--- config.mk ---
export PLATFORM = sky130hd
export DESIGN_NAME = block_cyclic_interval_intersect_core
export DESIGN_NICKNAME = d
export VERILOG_FILES = /design/src/bcii_pkg.sv /design/src/bcii_cfg.sv /design/src/bcii_ctrl.sv /design/src/bcii_dp.sv /design/src/block_cyclic_interval_intersect_core.sv
export SDC_FILE = /design/constraint.sdc
export NUM_CORES = 2
export LEC_CHECK = 0
export BUFFER_PORTS_ARGS = -buffer_cell sky130_fd_sc_hd__buf_2
export CAP_MARGIN = 30
export CORE_UTILIZATION = 60
export DETAILED_ROUTE_END_ITERATION = 10
export HOLD_SLACK_MARGIN = 0.08
export PLACE_DENSITY = 0.78
export SLEW_MARGIN = 20
export SYNTH_ARGS = -nofsm -noshare
export SYNTH_HDL_FRONTEND = slang
export SYNTH_HIERARCHICAL = 1
export SYNTH_SLANG_ARGS = --single-unit
export TNS_END_PERCENT = 10
--- constraint.sdc ---
create_clock -name clk_i -period 11.4 [get_ports clk_i]
set_clock_uncertainty 0.15 [all_clocks]
set_input_delay 1.71 -clock clk_i [delete_from_list [all_inputs] [get_ports clk_i]]
set_output_delay 1.71 -clock clk_i [all_outputs]
set_load 0.01 [all_outputs]
--- src/bcii_pkg.sv ---
`default_nettype none

package bcii_pkg;

  localparam int unsigned CoordW   = 8;
  localparam int unsigned GridW    = 9;
  localparam int unsigned BlkW     = 13;
  localparam int unsigned OrgW     = 12;
  localparam int unsigned ExtW     = 20;
  localparam int unsigned LenW     = 13;
  localparam int unsigned ProdW    = GridW + BlkW;
  // walk positions: a block start may run one train width past the extent
  localparam int unsigned PosW     = ProdW + 1;
  localparam int unsigned CfgW     = 13;
  localparam int unsigned CfgIdxW  = 3;
  localparam int unsigned DivCntW  = $clog2(CoordW);
  localparam int unsigned BlkMax   = 4096;
  localparam int unsigned GridMax  = 256;

  typedef enum logic [CfgIdxW-1:0] {
    RegSrcBlockRows    = 3'd0,
    RegSrcBlockCols    = 3'd1,
    RegDstBlockRows    = 3'd2,
    RegDstBlockCols    = 3'd3,
    RegSrcFirstProcRow = 3'd4,
    RegSrcFirstProcCol = 3'd5,
    RegDstFirstProcRow = 3'd6,
    RegDstFirstProcCol = 3'd7
  } cfg_reg_e;

  typedef struct packed {
    logic              use_rows;
    logic [GridW-1:0]  src_grid_width;
    logic [GridW-1:0]  dst_grid_width;
    logic [CoordW-1:0] src_proc_coord;
    logic [CoordW-1:0] dst_proc_coord;
    logic [OrgW-1:0]   src_origin;
    logic [OrgW-1:0]   dst_origin;
    logic [ExtW-1:0]   extent;
  } in_item_t;

  typedef struct packed {
    logic [ExtW-1:0] start_index;
    logic [LenW-1:0] length;
    logic            is_last;
    logic            is_empty;
    logic            truncated;
  } out_item_t;

  typedef struct packed {
    logic [BlkW-1:0]   src_block_rows;
    logic [BlkW-1:0]   src_block_cols;
    logic [BlkW-1:0]   dst_block_rows;
    logic [BlkW-1:0]   dst_block_cols;
    logic [CoordW-1:0] src_first_proc_row;
    logic [CoordW-1:0] src_first_proc_col;
    logic [CoordW-1:0] dst_first_proc_row;
    logic [CoordW-1:0] dst_first_proc_col;
  } cfg_t;

  typedef struct packed {
    logic capture;
    logic div_step;
    logic calc_shift;
    logic calc_mul;
    logic init_walk;
    logic walk_step;
    logic rd_issue;
    logic load_out;
    logic load_empty;
  } cmd_t;

  typedef struct packed {
    logic div_last;
    logic walk_active;
    logic walk_run;
    logic walk_full;
    logic cnt_zero;
    logic rd_last;
    logic out_free;
  } sts_t;

endpackage

`default_nettype wire

--- src/bcii_cfg.sv ---
`default_nettype none

module bcii_cfg
  import bcii_pkg::*;
(
  input  wire logic               clk_i,
  input  wire logic               rst_ni,
  input  wire logic               cfg_we_i,
  input  wire logic [CfgIdxW-1:0] cfg_index_i,
  input  wire logic [CfgW-1:0]    cfg_wdata_i,
  output cfg_t                    cfg_o
);

  cfg_t     cfg_q, cfg_d;
  cfg_reg_e idx;

  assign idx = cfg_reg_e'(cfg_index_i);

  always_comb begin
    cfg_d = cfg_q;
    if (cfg_we_i) begin
      unique case (idx)
        RegSrcBlockRows:    cfg_d.src_block_rows     = cfg_wdata_i[BlkW-1:0];
        RegSrcBlockCols:    cfg_d.src_block_cols     = cfg_wdata_i[BlkW-1:0];
        RegDstBlockRows:    cfg_d.dst_block_rows     = cfg_wdata_i[BlkW-1:0];
        RegDstBlockCols:    cfg_d.dst_block_cols     = cfg_wdata_i[BlkW-1:0];
        RegSrcFirstProcRow: cfg_d.src_first_proc_row = cfg_wdata_i[CoordW-1:0];
        RegSrcFirstProcCol: cfg_d.src_first_proc_col = cfg_wdata_i[CoordW-1:0];
        RegDstFirstProcRow: cfg_d.dst_first_proc_row = cfg_wdata_i[CoordW-1:0];
        RegDstFirstProcCol: cfg_d.dst_first_proc_col = cfg_wdata_i[CoordW-1:0];
        default: cfg_d = cfg_q;
      endcase
    end
  end

  always_ff @(posedge clk_i or negedge rst_ni) begin
    if (!rst_ni) begin
      cfg_q.src_block_rows     <= BlkW'(1);
      cfg_q.src_block_cols     <= BlkW'(1);
      cfg_q.dst_block_rows     <= BlkW'(1);
      cfg_q.dst_block_cols     <= BlkW'(1);
      cfg_q.src_first_proc_row <= '0;
      cfg_q.src_first_proc_col <= '0;
      cfg_q.dst_first_proc_row <= '0;
      cfg_q.dst_first_proc_col <= '0;
    end else begin
      cfg_q <= cfg_d;
    end
  end

  assign cfg_o = cfg_q;

endmodule

`default_nettype wire

--- src/bcii_ctrl.sv ---
`default_nettype none

module bcii_ctrl
  import bcii_pkg::*;
(
  input  wire logic clk_i,
  input  wire logic rst_ni,
  input  wire logic in_valid_i,
  output logic      in_stall_o,
  input  wire sts_t sts_i,
  output cmd_t      cmd_o
);

  typedef enum logic [8:0] {
    StIdle  = 9'b000000001,
    StDiv   = 9'b000000010,
    StShift = 9'b000000100,
    StMul   = 9'b000001000,
    StInit  = 9'b000010000,
    StWalk  = 9'b000100000,
    StEmpty = 9'b001000000,
    StRead  = 9'b010000000,
    StLoad  = 9'b100000000
  } state_e;

  state_e state_q, state_d;

  always_comb begin
    state_d = state_q;
    cmd_o   = '0;
    unique case (state_q)
      StIdle: begin
        if (in_valid_i) begin
          cmd_o.capture = 1'b1;
          state_d       = StDiv;
        end
      end
      StDiv: begin
        cmd_o.div_step = 1'b1;
        if (sts_i.div_last) state_d = StShift;
      end
      StShift: begin
        cmd_o.calc_shift = 1'b1;
        state_d          = StMul;
      end
      StMul: begin
        cmd_o.calc_mul = 1'b1;
        state_d        = StInit;
      end
      StInit: begin
        cmd_o.init_walk = 1'b1;
        state_d         = StWalk;
      end
      StWalk: begin
        cmd_o.walk_step = 1'b1;
        // a run found with the buffer full only marks truncation and ends the walk
        if (!sts_i.walk_active || (sts_i.walk_run && sts_i.walk_full)) begin
          state_d = sts_i.cnt_zero ? StEmpty : StRead;
        end
      end
      StEmpty: begin
        if (sts_i.out_free) begin
          cmd_o.load_empty = 1'b1;
          state_d          = StIdle;
        end
      end
      StRead: begin
        cmd_o.rd_issue = 1'b1;
        state_d        = StLoad;
      end
      StLoad: begin
        if (sts_i.out_free) begin
          cmd_o.load_out = 1'b1;
          state_d        = sts_i.rd_last ? StIdle : StRead;
        end
      end
      default: state_d = StIdle;
    endcase
  end

  always_ff @(posedge clk_i or negedge rst_ni) begin
    if (!rst_ni) begin
      state_q <= StIdle;
    end else begin
      state_q <= state_d;
    end
  end

  assign in_stall_o = (state_q != StIdle);

endmodule

`default_nettype wire

--- src/bcii_dp.sv ---
`default_nettype none

module bcii_dp
  import bcii_pkg::*;
#(
  parameter int unsigned MAX_RUN = 64
) (
  input  wire logic     clk_i,
  input  wire logic     rst_ni,
  input  wire in_item_t in_data_i,
  input  wire cfg_t     cfg_i,
  input  wire cmd_t     cmd_i,
  output sts_t          sts_o,
  output logic          out_valid_o,
  output out_item_t     out_data_o,
  input  wire logic     out_stall_i
);

  localparam int unsigned CntW = $clog2(MAX_RUN + 1);
  localparam int unsigned IdxW = (MAX_RUN > 1) ? $clog2(MAX_RUN) : 1;

  typedef struct packed {
    logic [ExtW-1:0] start;
    logic [LenW-1:0] len;
  } run_t;

  function automatic logic [BlkW-1:0] clamp_blk(logic [BlkW-1:0] v);
    logic [BlkW-1:0] r;
    r = v;
    if (v == '0) r = BlkW'(1);
    else if (v > BlkW'(BlkMax)) r = BlkW'(BlkMax);
    return r;
  endfunction

  function automatic logic [GridW-1:0] clamp_grid(logic [GridW-1:0] v);
    logic [GridW-1:0] r;
    r = v;
    if (v == '0) r = GridW'(1);
    else if (v > GridW'(GridMax)) r = GridW'(GridMax);
    return r;
  endfunction

  // one restoring step of the remainder; r stays below d
  function automatic logic [GridW-1:0] rem_step(logic [GridW-1:0] r, logic b,
                                                logic [GridW-1:0] d);
    logic [GridW:0] t;
    logic [GridW:0] u;
    t = {r, b};
    u = t - {1'b0, d};
    if (t >= {1'b0, d}) return u[GridW-1:0];
    return t[GridW-1:0];
  endfunction

  function automatic logic [GridW-1:0] shift_of(logic [GridW-1:0] rc,
                                                logic [GridW-1:0] rf,
                                                logic [GridW-1:0] q);
    logic [GridW:0] t;
    if (rc >= rf) t = {1'b0, rc} - {1'b0, rf};
    else t = {1'b0, rc} + {1'b0, q} - {1'b0, rf};
    return t[GridW-1:0];
  endfunction

  // setup registers
  logic [GridW-1:0]  q0_q, q0_d, q1_q, q1_d;
  logic [BlkW-1:0]   nb0_q, nb0_d, nb1_q, nb1_d;
  logic [OrgW-1:0]   org0_q, org0_d, org1_q, org1_d;
  logic [ExtW-1:0]   n_q, n_d;
  logic [CoordW-1:0] dvd_q [4];
  logic [CoordW-1:0] dvd_d [4];
  logic [GridW-1:0]  rem_q [4];
  logic [GridW-1:0]  rem_d [4];
  logic [DivCntW-1:0] div_ctr_q, div_ctr_d;
  logic [GridW-1:0]  sh0_q, sh0_d, sh1_q, sh1_d;
  logic [ProdW-1:0]  prod0_q, prod0_d, prod1_q, prod1_d;
  logic [ProdW-1:0]  tw0_q, tw0_d, tw1_q, tw1_d;

  // walk registers
  logic signed [PosW-1:0] j0_q, j0_d, e0_q, e0_d, j1_q, j1_d, e1_q, e1_d;
  logic [CntW-1:0] cnt_q, cnt_d;
  logic            trunc_q, trunc_d;
  logic [CntW-1:0] rd_ptr_q, rd_ptr_d;

  // result buffer
  run_t            mem_q [MAX_RUN];
  run_t            rd_data_q;
  logic            mem_we;
  run_t            mem_wdata;

  out_item_t       out_q, out_d;
  logic            out_valid_q, out_valid_d;

  // walk datapath
  logic signed [PosW-1:0] n_s, tw0_s, tw1_s, j0_init, j1_init;
  logic signed [PosW-1:0] s_raw, s_c, e_min, e_c, len_w;
  logic active, skip0, skip1, ovl, adv0, adv1, run, full, rd_last, out_free;

  assign n_s     = $signed(PosW'(n_q));
  assign tw0_s   = $signed(PosW'(tw0_q));
  assign tw1_s   = $signed(PosW'(tw1_q));
  assign j0_init = $signed(PosW'(prod0_q)) - $signed(PosW'(org0_q));
  assign j1_init = $signed(PosW'(prod1_q)) - $signed(PosW'(org1_q));

  assign active = (j0_q < n_s) && (j1_q < n_s);
  assign skip0  = (e0_q <= j1_q);
  assign skip1  = !skip0 && (e1_q <= j0_q);
  assign ovl    = !skip0 && !skip1;
  assign s_raw  = (j0_q > j1_q) ? j0_q : j1_q;
  assign s_c    = s_raw[PosW-1] ? '0 : s_raw;
  assign e_min  = (e0_q < e1_q) ? e0_q : e1_q;
  assign e_c    = (e_min > n_s) ? n_s : e_min;
  assign adv0   = skip0 || (ovl && (e0_q == e_min));
  assign adv1   = skip1 || (ovl && (e1_q == e_min));
  assign run    = ovl && (e_c > s_c);
  assign len_w  = e_c - s_c;
  assign full   = (cnt_q == CntW'(MAX_RUN));
  assign rd_last  = ((rd_ptr_q + CntW'(1)) == cnt_q);
  assign out_free = !out_valid_q || !out_stall_i;

  assign mem_we    = cmd_i.walk_step && active && run && !full;
  assign mem_wdata = '{start: s_c[ExtW-1:0], len: len_w[LenW-1:0]};

  always_comb begin
    q0_d      = q0_q;
    q1_d      = q1_q;
    nb0_d     = nb0_q;
    nb1_d     = nb1_q;
    org0_d    = org0_q;
    org1_d    = org1_q;
    n_d       = n_q;
    dvd_d     = dvd_q;
    rem_d     = rem_q;
    div_ctr_d = div_ctr_q;
    sh0_d     = sh0_q;
    sh1_d     = sh1_q;
    prod0_d   = prod0_q;
    prod1_d   = prod1_q;
    tw0_d     = tw0_q;
    tw1_d     = tw1_q;
    j0_d      = j0_q;
    e0_d      = e0_q;
    j1_d      = j1_q;
    e1_d      = e1_q;
    cnt_d     = cnt_q;
    trunc_d   = trunc_q;
    rd_ptr_d  = rd_ptr_q;

    if (cmd_i.capture) begin
      q0_d   = clamp_grid(in_data_i.src_grid_width);
      q1_d   = clamp_grid(in_data_i.dst_grid_width);
      nb0_d  = clamp_blk(in_data_i.use_rows ? cfg_i.src_block_rows : cfg_i.src_block_cols);
      nb1_d  = clamp_blk(in_data_i.use_rows ? cfg_i.dst_block_rows : cfg_i.dst_block_cols);
      org0_d = in_data_i.src_origin;
      org1_d = in_data_i.dst_origin;
      n_d    = in_data_i.extent;
      dvd_d[0] = in_data_i.src_proc_coord;
      dvd_d[1] = in_data_i.use_rows ? cfg_i.src_first_proc_row : cfg_i.src_first_proc_col;
      dvd_d[2] = in_data_i.dst_proc_coord;
      dvd_d[3] = in_data_i.use_rows ? cfg_i.dst_first_proc_row : cfg_i.dst_first_proc_col;
      for (int i = 0; i < 4; i++) rem_d[i] = '0;
      div_ctr_d = '0;
    end

    if (cmd_i.div_step) begin
      for (int i = 0; i < 4; i++) begin
        rem_d[i] = rem_step(rem_q[i], dvd_q[i][CoordW-1], (i < 2) ? q0_q : q1_q);
        dvd_d[i] = {dvd_q[i][CoordW-2:0], 1'b0};
      end
      div_ctr_d = div_ctr_q + DivCntW'(1);
    end

    if (cmd_i.calc_shift) begin
      sh0_d = shift_of(rem_q[0], rem_q[1], q0_q);
      sh1_d = shift_of(rem_q[2], rem_q[3], q1_q);
    end

    if (cmd_i.calc_mul) begin
      prod0_d = ProdW'(sh0_q) * ProdW'(nb0_q);
      prod1_d = ProdW'(sh1_q) * ProdW'(nb1_q);
      tw0_d   = ProdW'(q0_q) * ProdW'(nb0_q);
      tw1_d   = ProdW'(q1_q) * ProdW'(nb1_q);
    end

    if (cmd_i.init_walk) begin
      j0_d     = j0_init;
      e0_d     = j0_init + $signed(PosW'(nb0_q));
      j1_d     = j1_init;
      e1_d     = j1_init + $signed(PosW'(nb1_q));
      cnt_d    = '0;
      trunc_d  = 1'b0;
      rd_ptr_d = '0;
    end

    if (cmd_i.walk_step && active) begin
      if (adv0) begin
        j0_d = j0_q + tw0_s;
        e0_d = e0_q + tw0_s;
      end
      if (adv1) begin
        j1_d = j1_q + tw1_s;
        e1_d = e1_q + tw1_s;
      end
      if (run) begin
        if (full) trunc_d = 1'b1;
        else cnt_d = cnt_q + CntW'(1);
      end
    end

    if (cmd_i.load_out) rd_ptr_d = rd_ptr_q + CntW'(1);
  end

  always_comb begin
    out_d       = out_q;
    out_valid_d = out_valid_q;
    if (!out_stall_i) out_valid_d = 1'b0;
    if (cmd_i.load_out) begin
      out_d.start_index = rd_data_q.start;
      out_d.length      = rd_data_q.len;
      out_d.is_last     = rd_last;
      out_d.is_empty    = 1'b0;
      out_d.truncated   = trunc_q;
      out_valid_d       = 1'b1;
    end else if (cmd_i.load_empty) begin
      out_d.start_index = '0;
      out_d.length      = '0;
      out_d.is_last     = 1'b1;
      out_d.is_empty    = 1'b1;
      out_d.truncated   = 1'b0;
      out_valid_d       = 1'b1;
    end
  end

  always_ff @(posedge clk_i or negedge rst_ni) begin
    if (!rst_ni) begin
      div_ctr_q   <= '0;
      cnt_q       <= '0;
      trunc_q     <= 1'b0;
      rd_ptr_q    <= '0;
      out_valid_q <= 1'b0;
    end else begin
      div_ctr_q   <= div_ctr_d;
      cnt_q       <= cnt_d;
      trunc_q     <= trunc_d;
      rd_ptr_q    <= rd_ptr_d;
      out_valid_q <= out_valid_d;
    end
  end

  always_ff @(posedge clk_i) begin
    q0_q    <= q0_d;
    q1_q    <= q1_d;
    nb0_q   <= nb0_d;
    nb1_q   <= nb1_d;
    org0_q  <= org0_d;
    org1_q  <= org1_d;
    n_q     <= n_d;
    dvd_q   <= dvd_d;
    rem_q   <= rem_d;
    sh0_q   <= sh0_d;
    sh1_q   <= sh1_d;
    prod0_q <= prod0_d;
    prod1_q <= prod1_d;
    tw0_q   <= tw0_d;
    tw1_q   <= tw1_d;
    j0_q    <= j0_d;
    e0_q    <= e0_d;
    j1_q    <= j1_d;
    e1_q    <= e1_d;
    out_q   <= out_d;
  end

  always_ff @(posedge clk_i) begin
    if (mem_we) mem_q[cnt_q[IdxW-1:0]] <= mem_wdata;
    if (cmd_i.rd_issue) rd_data_q <= mem_q[rd_ptr_q[IdxW-1:0]];
  end

  assign sts_o.div_last    = (div_ctr_q == '1);
  assign sts_o.walk_active = active;
  assign sts_o.walk_run    = run;
  assign sts_o.walk_full   = full;
  assign sts_o.cnt_zero    = (cnt_q == '0);
  assign sts_o.rd_last     = rd_last;
  assign sts_o.out_free    = out_free;

  assign out_valid_o = out_valid_q;
  assign out_data_o  = out_q;

`ifndef SYNTHESIS
  a_cnt_bound: assert property (@(posedge clk_i) disable iff (!rst_ni)
    cnt_q <= CntW'(MAX_RUN))
    else $error("run count beyond buffer depth");

  a_load_free: assert property (@(posedge clk_i) disable iff (!rst_ni)
    (cmd_i.load_out || cmd_i.load_empty) |-> out_free)
    else $error("output register overwritten while held");

  a_trunc_full: assert property (@(posedge clk_i) disable iff (!rst_ni)
    trunc_q |-> full)
    else $error("truncation flagged with buffer not full");
`endif

endmodule

`default_nettype wire

--- src/block_cyclic_interval_intersect_core.sv ---
// Channel  Direction  Handshake                  Payload
// in       input      in_valid_i / in_stall_o    in_data_i  (in_item_t)
// out      output     out_valid_o / out_stall_i  out_data_o (out_item_t)
// cfg      input      cfg_we_i                   cfg_index_i, cfg_wdata_i
//
// One request at a time: accept, remainder division (one bit a cycle), the setup
// states shift, multiply and walk init, then the block walk at one merge step a
// cycle (skips and overlaps alike), then each result is read out of the buffer.
// The walk length follows extent over the smaller train step and sets the total.
// Reset is asynchronous; config resets to block size 1 and first process 0.
// A stalled output holds the block; in_stall_o is high from accept to last load.
`default_nettype none

module block_cyclic_interval_intersect_core
  import bcii_pkg::*;
#(
  parameter int unsigned MAX_RUN = 64
) (
  input  wire logic               clk_i,
  input  wire logic               rst_ni,
  input  wire logic               in_valid_i,
  output logic                    in_stall_o,
  input  wire in_item_t           in_data_i,
  output logic                    out_valid_o,
  input  wire logic               out_stall_i,
  output out_item_t               out_data_o,
  input  wire logic               cfg_we_i,
  input  wire logic [CfgIdxW-1:0] cfg_index_i,
  input  wire logic [CfgW-1:0]    cfg_wdata_i
);

  cfg_t cfg;
  cmd_t cmd;
  sts_t sts;

  bcii_cfg u_cfg (
    .clk_i      (clk_i),
    .rst_ni     (rst_ni),
    .cfg_we_i   (cfg_we_i),
    .cfg_index_i(cfg_index_i),
    .cfg_wdata_i(cfg_wdata_i),
    .cfg_o      (cfg)
  );

  bcii_ctrl u_ctrl (
    .clk_i     (clk_i),
    .rst_ni    (rst_ni),
    .in_valid_i(in_valid_i),
    .in_stall_o(in_stall_o),
    .sts_i     (sts),
    .cmd_o     (cmd)
  );

  bcii_dp #(
    .MAX_RUN(MAX_RUN)
  ) u_dp (
    .clk_i      (clk_i),
    .rst_ni     (rst_ni),
    .in_data_i  (in_data_i),
    .cfg_i      (cfg),
    .cmd_i      (cmd),
    .sts_o      (sts),
    .out_valid_o(out_valid_o),
    .out_data_o (out_data_o),
    .out_stall_i(out_stall_i)
  );

`ifndef SYNTHESIS
  a_busy_after_accept: assert property (@(posedge clk_i) disable iff (!rst_ni)
    (in_valid_i && !in_stall_o) |=> in_stall_o)
    else $error("second request taken while busy");

  a_empty_alone: assert property (@(posedge clk_i) disable iff (!rst_ni)
    (out_valid_o && out_data_o.is_empty) |->
      (out_data_o.is_last && out_data_o.length == '0 && !out_data_o.truncated))
    else $error("empty marker malformed");

  a_run_nonzero: assert property (@(posedge clk_i) disable iff (!rst_ni)
    (out_valid_o && !out_data_o.is_empty) |-> (out_data_o.length != '0))
    else $error("zero-length overlap transferred");
`endif

endmodule

`default_nettype wire
==> flow_summary_export.csv <==
group,metric,value,unit
run_status,outcome,"finished, final reports clean",
clock_tree,path_clk_slew,60,ps
hold_path,hp-class,"register to register",
sta,worst_slew_pin_slew,1150,ps
sta,drv_slew,0,
clock_tree,holdBufCountCts,0,
placement,dp.cells,11888,
setup_path,crit_top_cell,"o21ai_0",
clock_tree,numCtsBuffers,285,
logic_synthesis,synth-edff-count,2438,
setup_path,end_kind,"register",
setup_path,cp-start-kind,"register",
setup_path,cpMaxStageDelayCell,"nor2_4",
logic_synthesis,yosysWarnings,6,
grt,grt_pass1_vias,83184,
logic_synthesis,synth_flop_cell,"edfxtp_1",
clock_tree,numClockSinks,2647,
floorplan,die_w,470,µm
route,drtPass1Iterations,6,
clock_tree,cts_tree,"built",
clock_tree,cts_max_level,5,
logic_synthesis,yosysUniqueCellTypes,112,
route,routed_wl,379,mm
grt,track_usage,0.340,
logic_synthesis,yosysTopAreaCellShare,0.558,
route,drt_first_iter_violations,12214,
layout,final_cells,12400,
grt,overflow,0,
setup_path,required,11860,ps
power,peakVddDrop,0.000317,V
sta,max_freq,99.4,MHz
clock_tree,post_cts_buffers,0,
setup_path,r2r_setup_slack,1340,ps
grt,grt_pass1_wl,549,mm
sta,hold-worst-slack,322,ps
sta,relSlewSlack,0.232,
floorplan,rows,171,
setup_path,crit_family,"compound AO/OA/AOI/OAI gates",
setup_path,critPathBufInv,3,
power,power_density,205,nW/µm²
sta,rsz0062_at_grt,"no",
sta,hold_viol,0,
setup_path,cp_data_arrival_time,10520,ps
logic_synthesis,synth-seq-cells,2647,
power,p_leak,52.4,nW
layout,multi_input_area,50200,µm²
logic_synthesis,synthArstFlopShare,0.0423,
floorplan,die_area,221000,µm²
grt,grt_max_degree,120,
setup_path,critical_path_class,"register to register",
layout,nFillCells,14196,
sta,finalCriticalPeriod,10060,ps
floorplan,die_h,470,µm
clock_tree,clockBufferDepth,4,
route,dr_total_vias,83552,
clock_tree,root_buffer,"clkbuf_16",
logic_synthesis,avgSynthCellArea,14.4,µm²
clock_tree,ctsResizeCount,0,
floorplan,core_area,217000,µm²
route,drc,0,
sta,setup_tns,0,ps
logic_synthesis,synthTopCellsByArea,"edfxtp_1 (56%), mux4_2 (6.0%), ha_1 (5.3%)",
layout,regArea,78000,µm²
placement,place_congestion,0.979,
logic_synthesis,syn_inst,9119,
route,ant_nets,0,
placement,portBuffers,137,
grt,antenna_found_initial,28,
placement,dp_hpwl,241,mm
logic_synthesis,synth_area,131000,µm²
floorplan,ios,138,
sta,setup_viol,0,
logic_synthesis,seq_area_frac_synth,0.594,
logic_synthesis,synth_most_common_cell,"edfxtp_1",
logic_synthesis,synth_area_leader_cell,"edfxtp_1",
logic_synthesis,synth_commonest_cells,"edfxtp_1 (2438), inv_1 (634), nand2_1 (584), ha_1 (556), mux2i_1 (540)",
floorplan,start_util,0.604,
setup_path,crit_fanout,23,
route,viasPerCell,6.74,
route,wire_per_inst,30.6,µm
layout,nets,10338,
setup_path,slowest_delay,690,ps
layout,final_util,0.672,
layout,drive_above_1_share,0.145,
sta,min_period_over_period,0.883,
clock_tree,worstSkewPairLatency,970,ps
job,cap_violations,0,
logic_synthesis,syn_nets,10118,
layout,synthToLayoutAreaGrowth,11.3,%
-- tightest hold or removal path: stages, from the launching register on --
cell     delay [ps]
dfxtp_1         320
nor2_1           50
nor2_1           70
-- worst paths after layout --
kind | startpoint | end | cells past startpoint
max in group asynchronous | rst_ni | u_dp/rd_ptr_q[0]$_DFFE_PN0P_ | 2
worst max register to register | u_dp/e1_q[4]$_DFF_P_ | u_dp/mem_q[12][27]$_DFFE_PP_ | 32
worst max-delay path | u_dp/e1_q[4]$_DFF_P_ | u_dp/mem_q[12][27]$_DFFE_PP_ | 32
worst min register to register | u_dp/out_data_o[1]$_SDFFE_PP0P_ | u_dp/out_data_o[1]$_SDFFE_PP0P_ | 2
min in group asynchronous | rst_ni | u_cfg/cfg_o[20]$_DFFE_PN0P_ | 1
worst min-delay path | u_dp/out_data_o[1]$_SDFFE_PP0P_ | u_dp/out_data_o[1]$_SDFFE_PP0P_ | 2
-- state kept, by name, summed over array words and instances (netlist names), 23 cells and up --
signal	cells
u_dp/e1_q	23
u_dp/rem_q	36
u_dp/j1_q	23
u_cfg/cfg_o	84
u_dp/j0_q	23
u_dp/e0_q	23
u_dp/dvd_q	32
u_dp/rd_data_q	33
u_dp/out_data_o	36
u_dp/mem_q	2112
-- cell families (layout without fill, tap and decap cells) --
| kind of cell | Yosys count | count (layout) | share of synthesized area |
|---|---|---|---|
| buf+inv | 1044 | 1459 | 0.0308 |
| xor+xnor | 300 | 300 | 0.0201 |
| mux | 1025 | 1025 | 0.113 |
| other cells | 0 | 12 | 0 |
| fa+ha+maj | 899 | 899 | 0.105 |
| flops | 2647 | 2647 | 0.594 |
| simple gates | 1756 | 1756 | 0.0647 |
| compound gates | 1448 | 1448 | 0.0722 |
-- cell type report --
class | count | share of cell area
well taps | 2854 | 0.0245
flip-flops and latches | 2647 | 0.534
clock inverters | 136 | 0.00870
diodes | 12 | 0.000206
clock buffers | 346 | 0.0515
repair buffers | 340 | 0.0209
inverters | 637 | 0.0164
multi-input cells | 5428 | 0.344
-- cells in the final DEF, fill, tap and decap left out, types with 95 or more instances in the layout --
cell       netlist  final
mux2i_1        540    520
ha_1           556    556
mux4_2         349    349
xnor2_1        202    195
and2_1         248    248
nor3_1         104    103
nor2_1         415    346
o21ai_0        233    233
nand2_1        584    583
clkbuf_16        0    291
buf_4            8    146
o221ai_1       206    206
a21o_1         114    114
dfrtp_1        107    102
mux2_2         124    124
xor2_1          97     95
buf_2           30    139
inv_1          634    630
fa_1           343    343
dfxtp_1         97     97
edfxtp_1      2438   2438
a21oi_1        435    435
o22ai_1        113    112
-- power breakdown --
part	total, mW	switching (mW)	internal [mW]	leakage, nW
registers	11.7	0.349	11.3	21.3
clock network	8.99	3.81	5.18	4.30
logic	9.28	5.46	3.82	26.8
total	29.9	9.62	20.3	52.4
-- through the flow --
step	setup slack, ps	cell area (µm²)	total power [mW]
floorplan	2640	131000	18.4
detailed placement	1630	137000	20.9
finish	1340	146000	29.9
CTS	1620	146000	29.8
global placement	1530	136000	20.6
global route	653	146000	31.4
-- routing by layer --
metal  track usage  part of all wire
met1         0.476              0.37
met2         0.502              0.44
met3        0.0942              0.14
met4         0.149             0.049
met5             0           0.00024
Note: power is estimated with default switching activity, not from simulation.
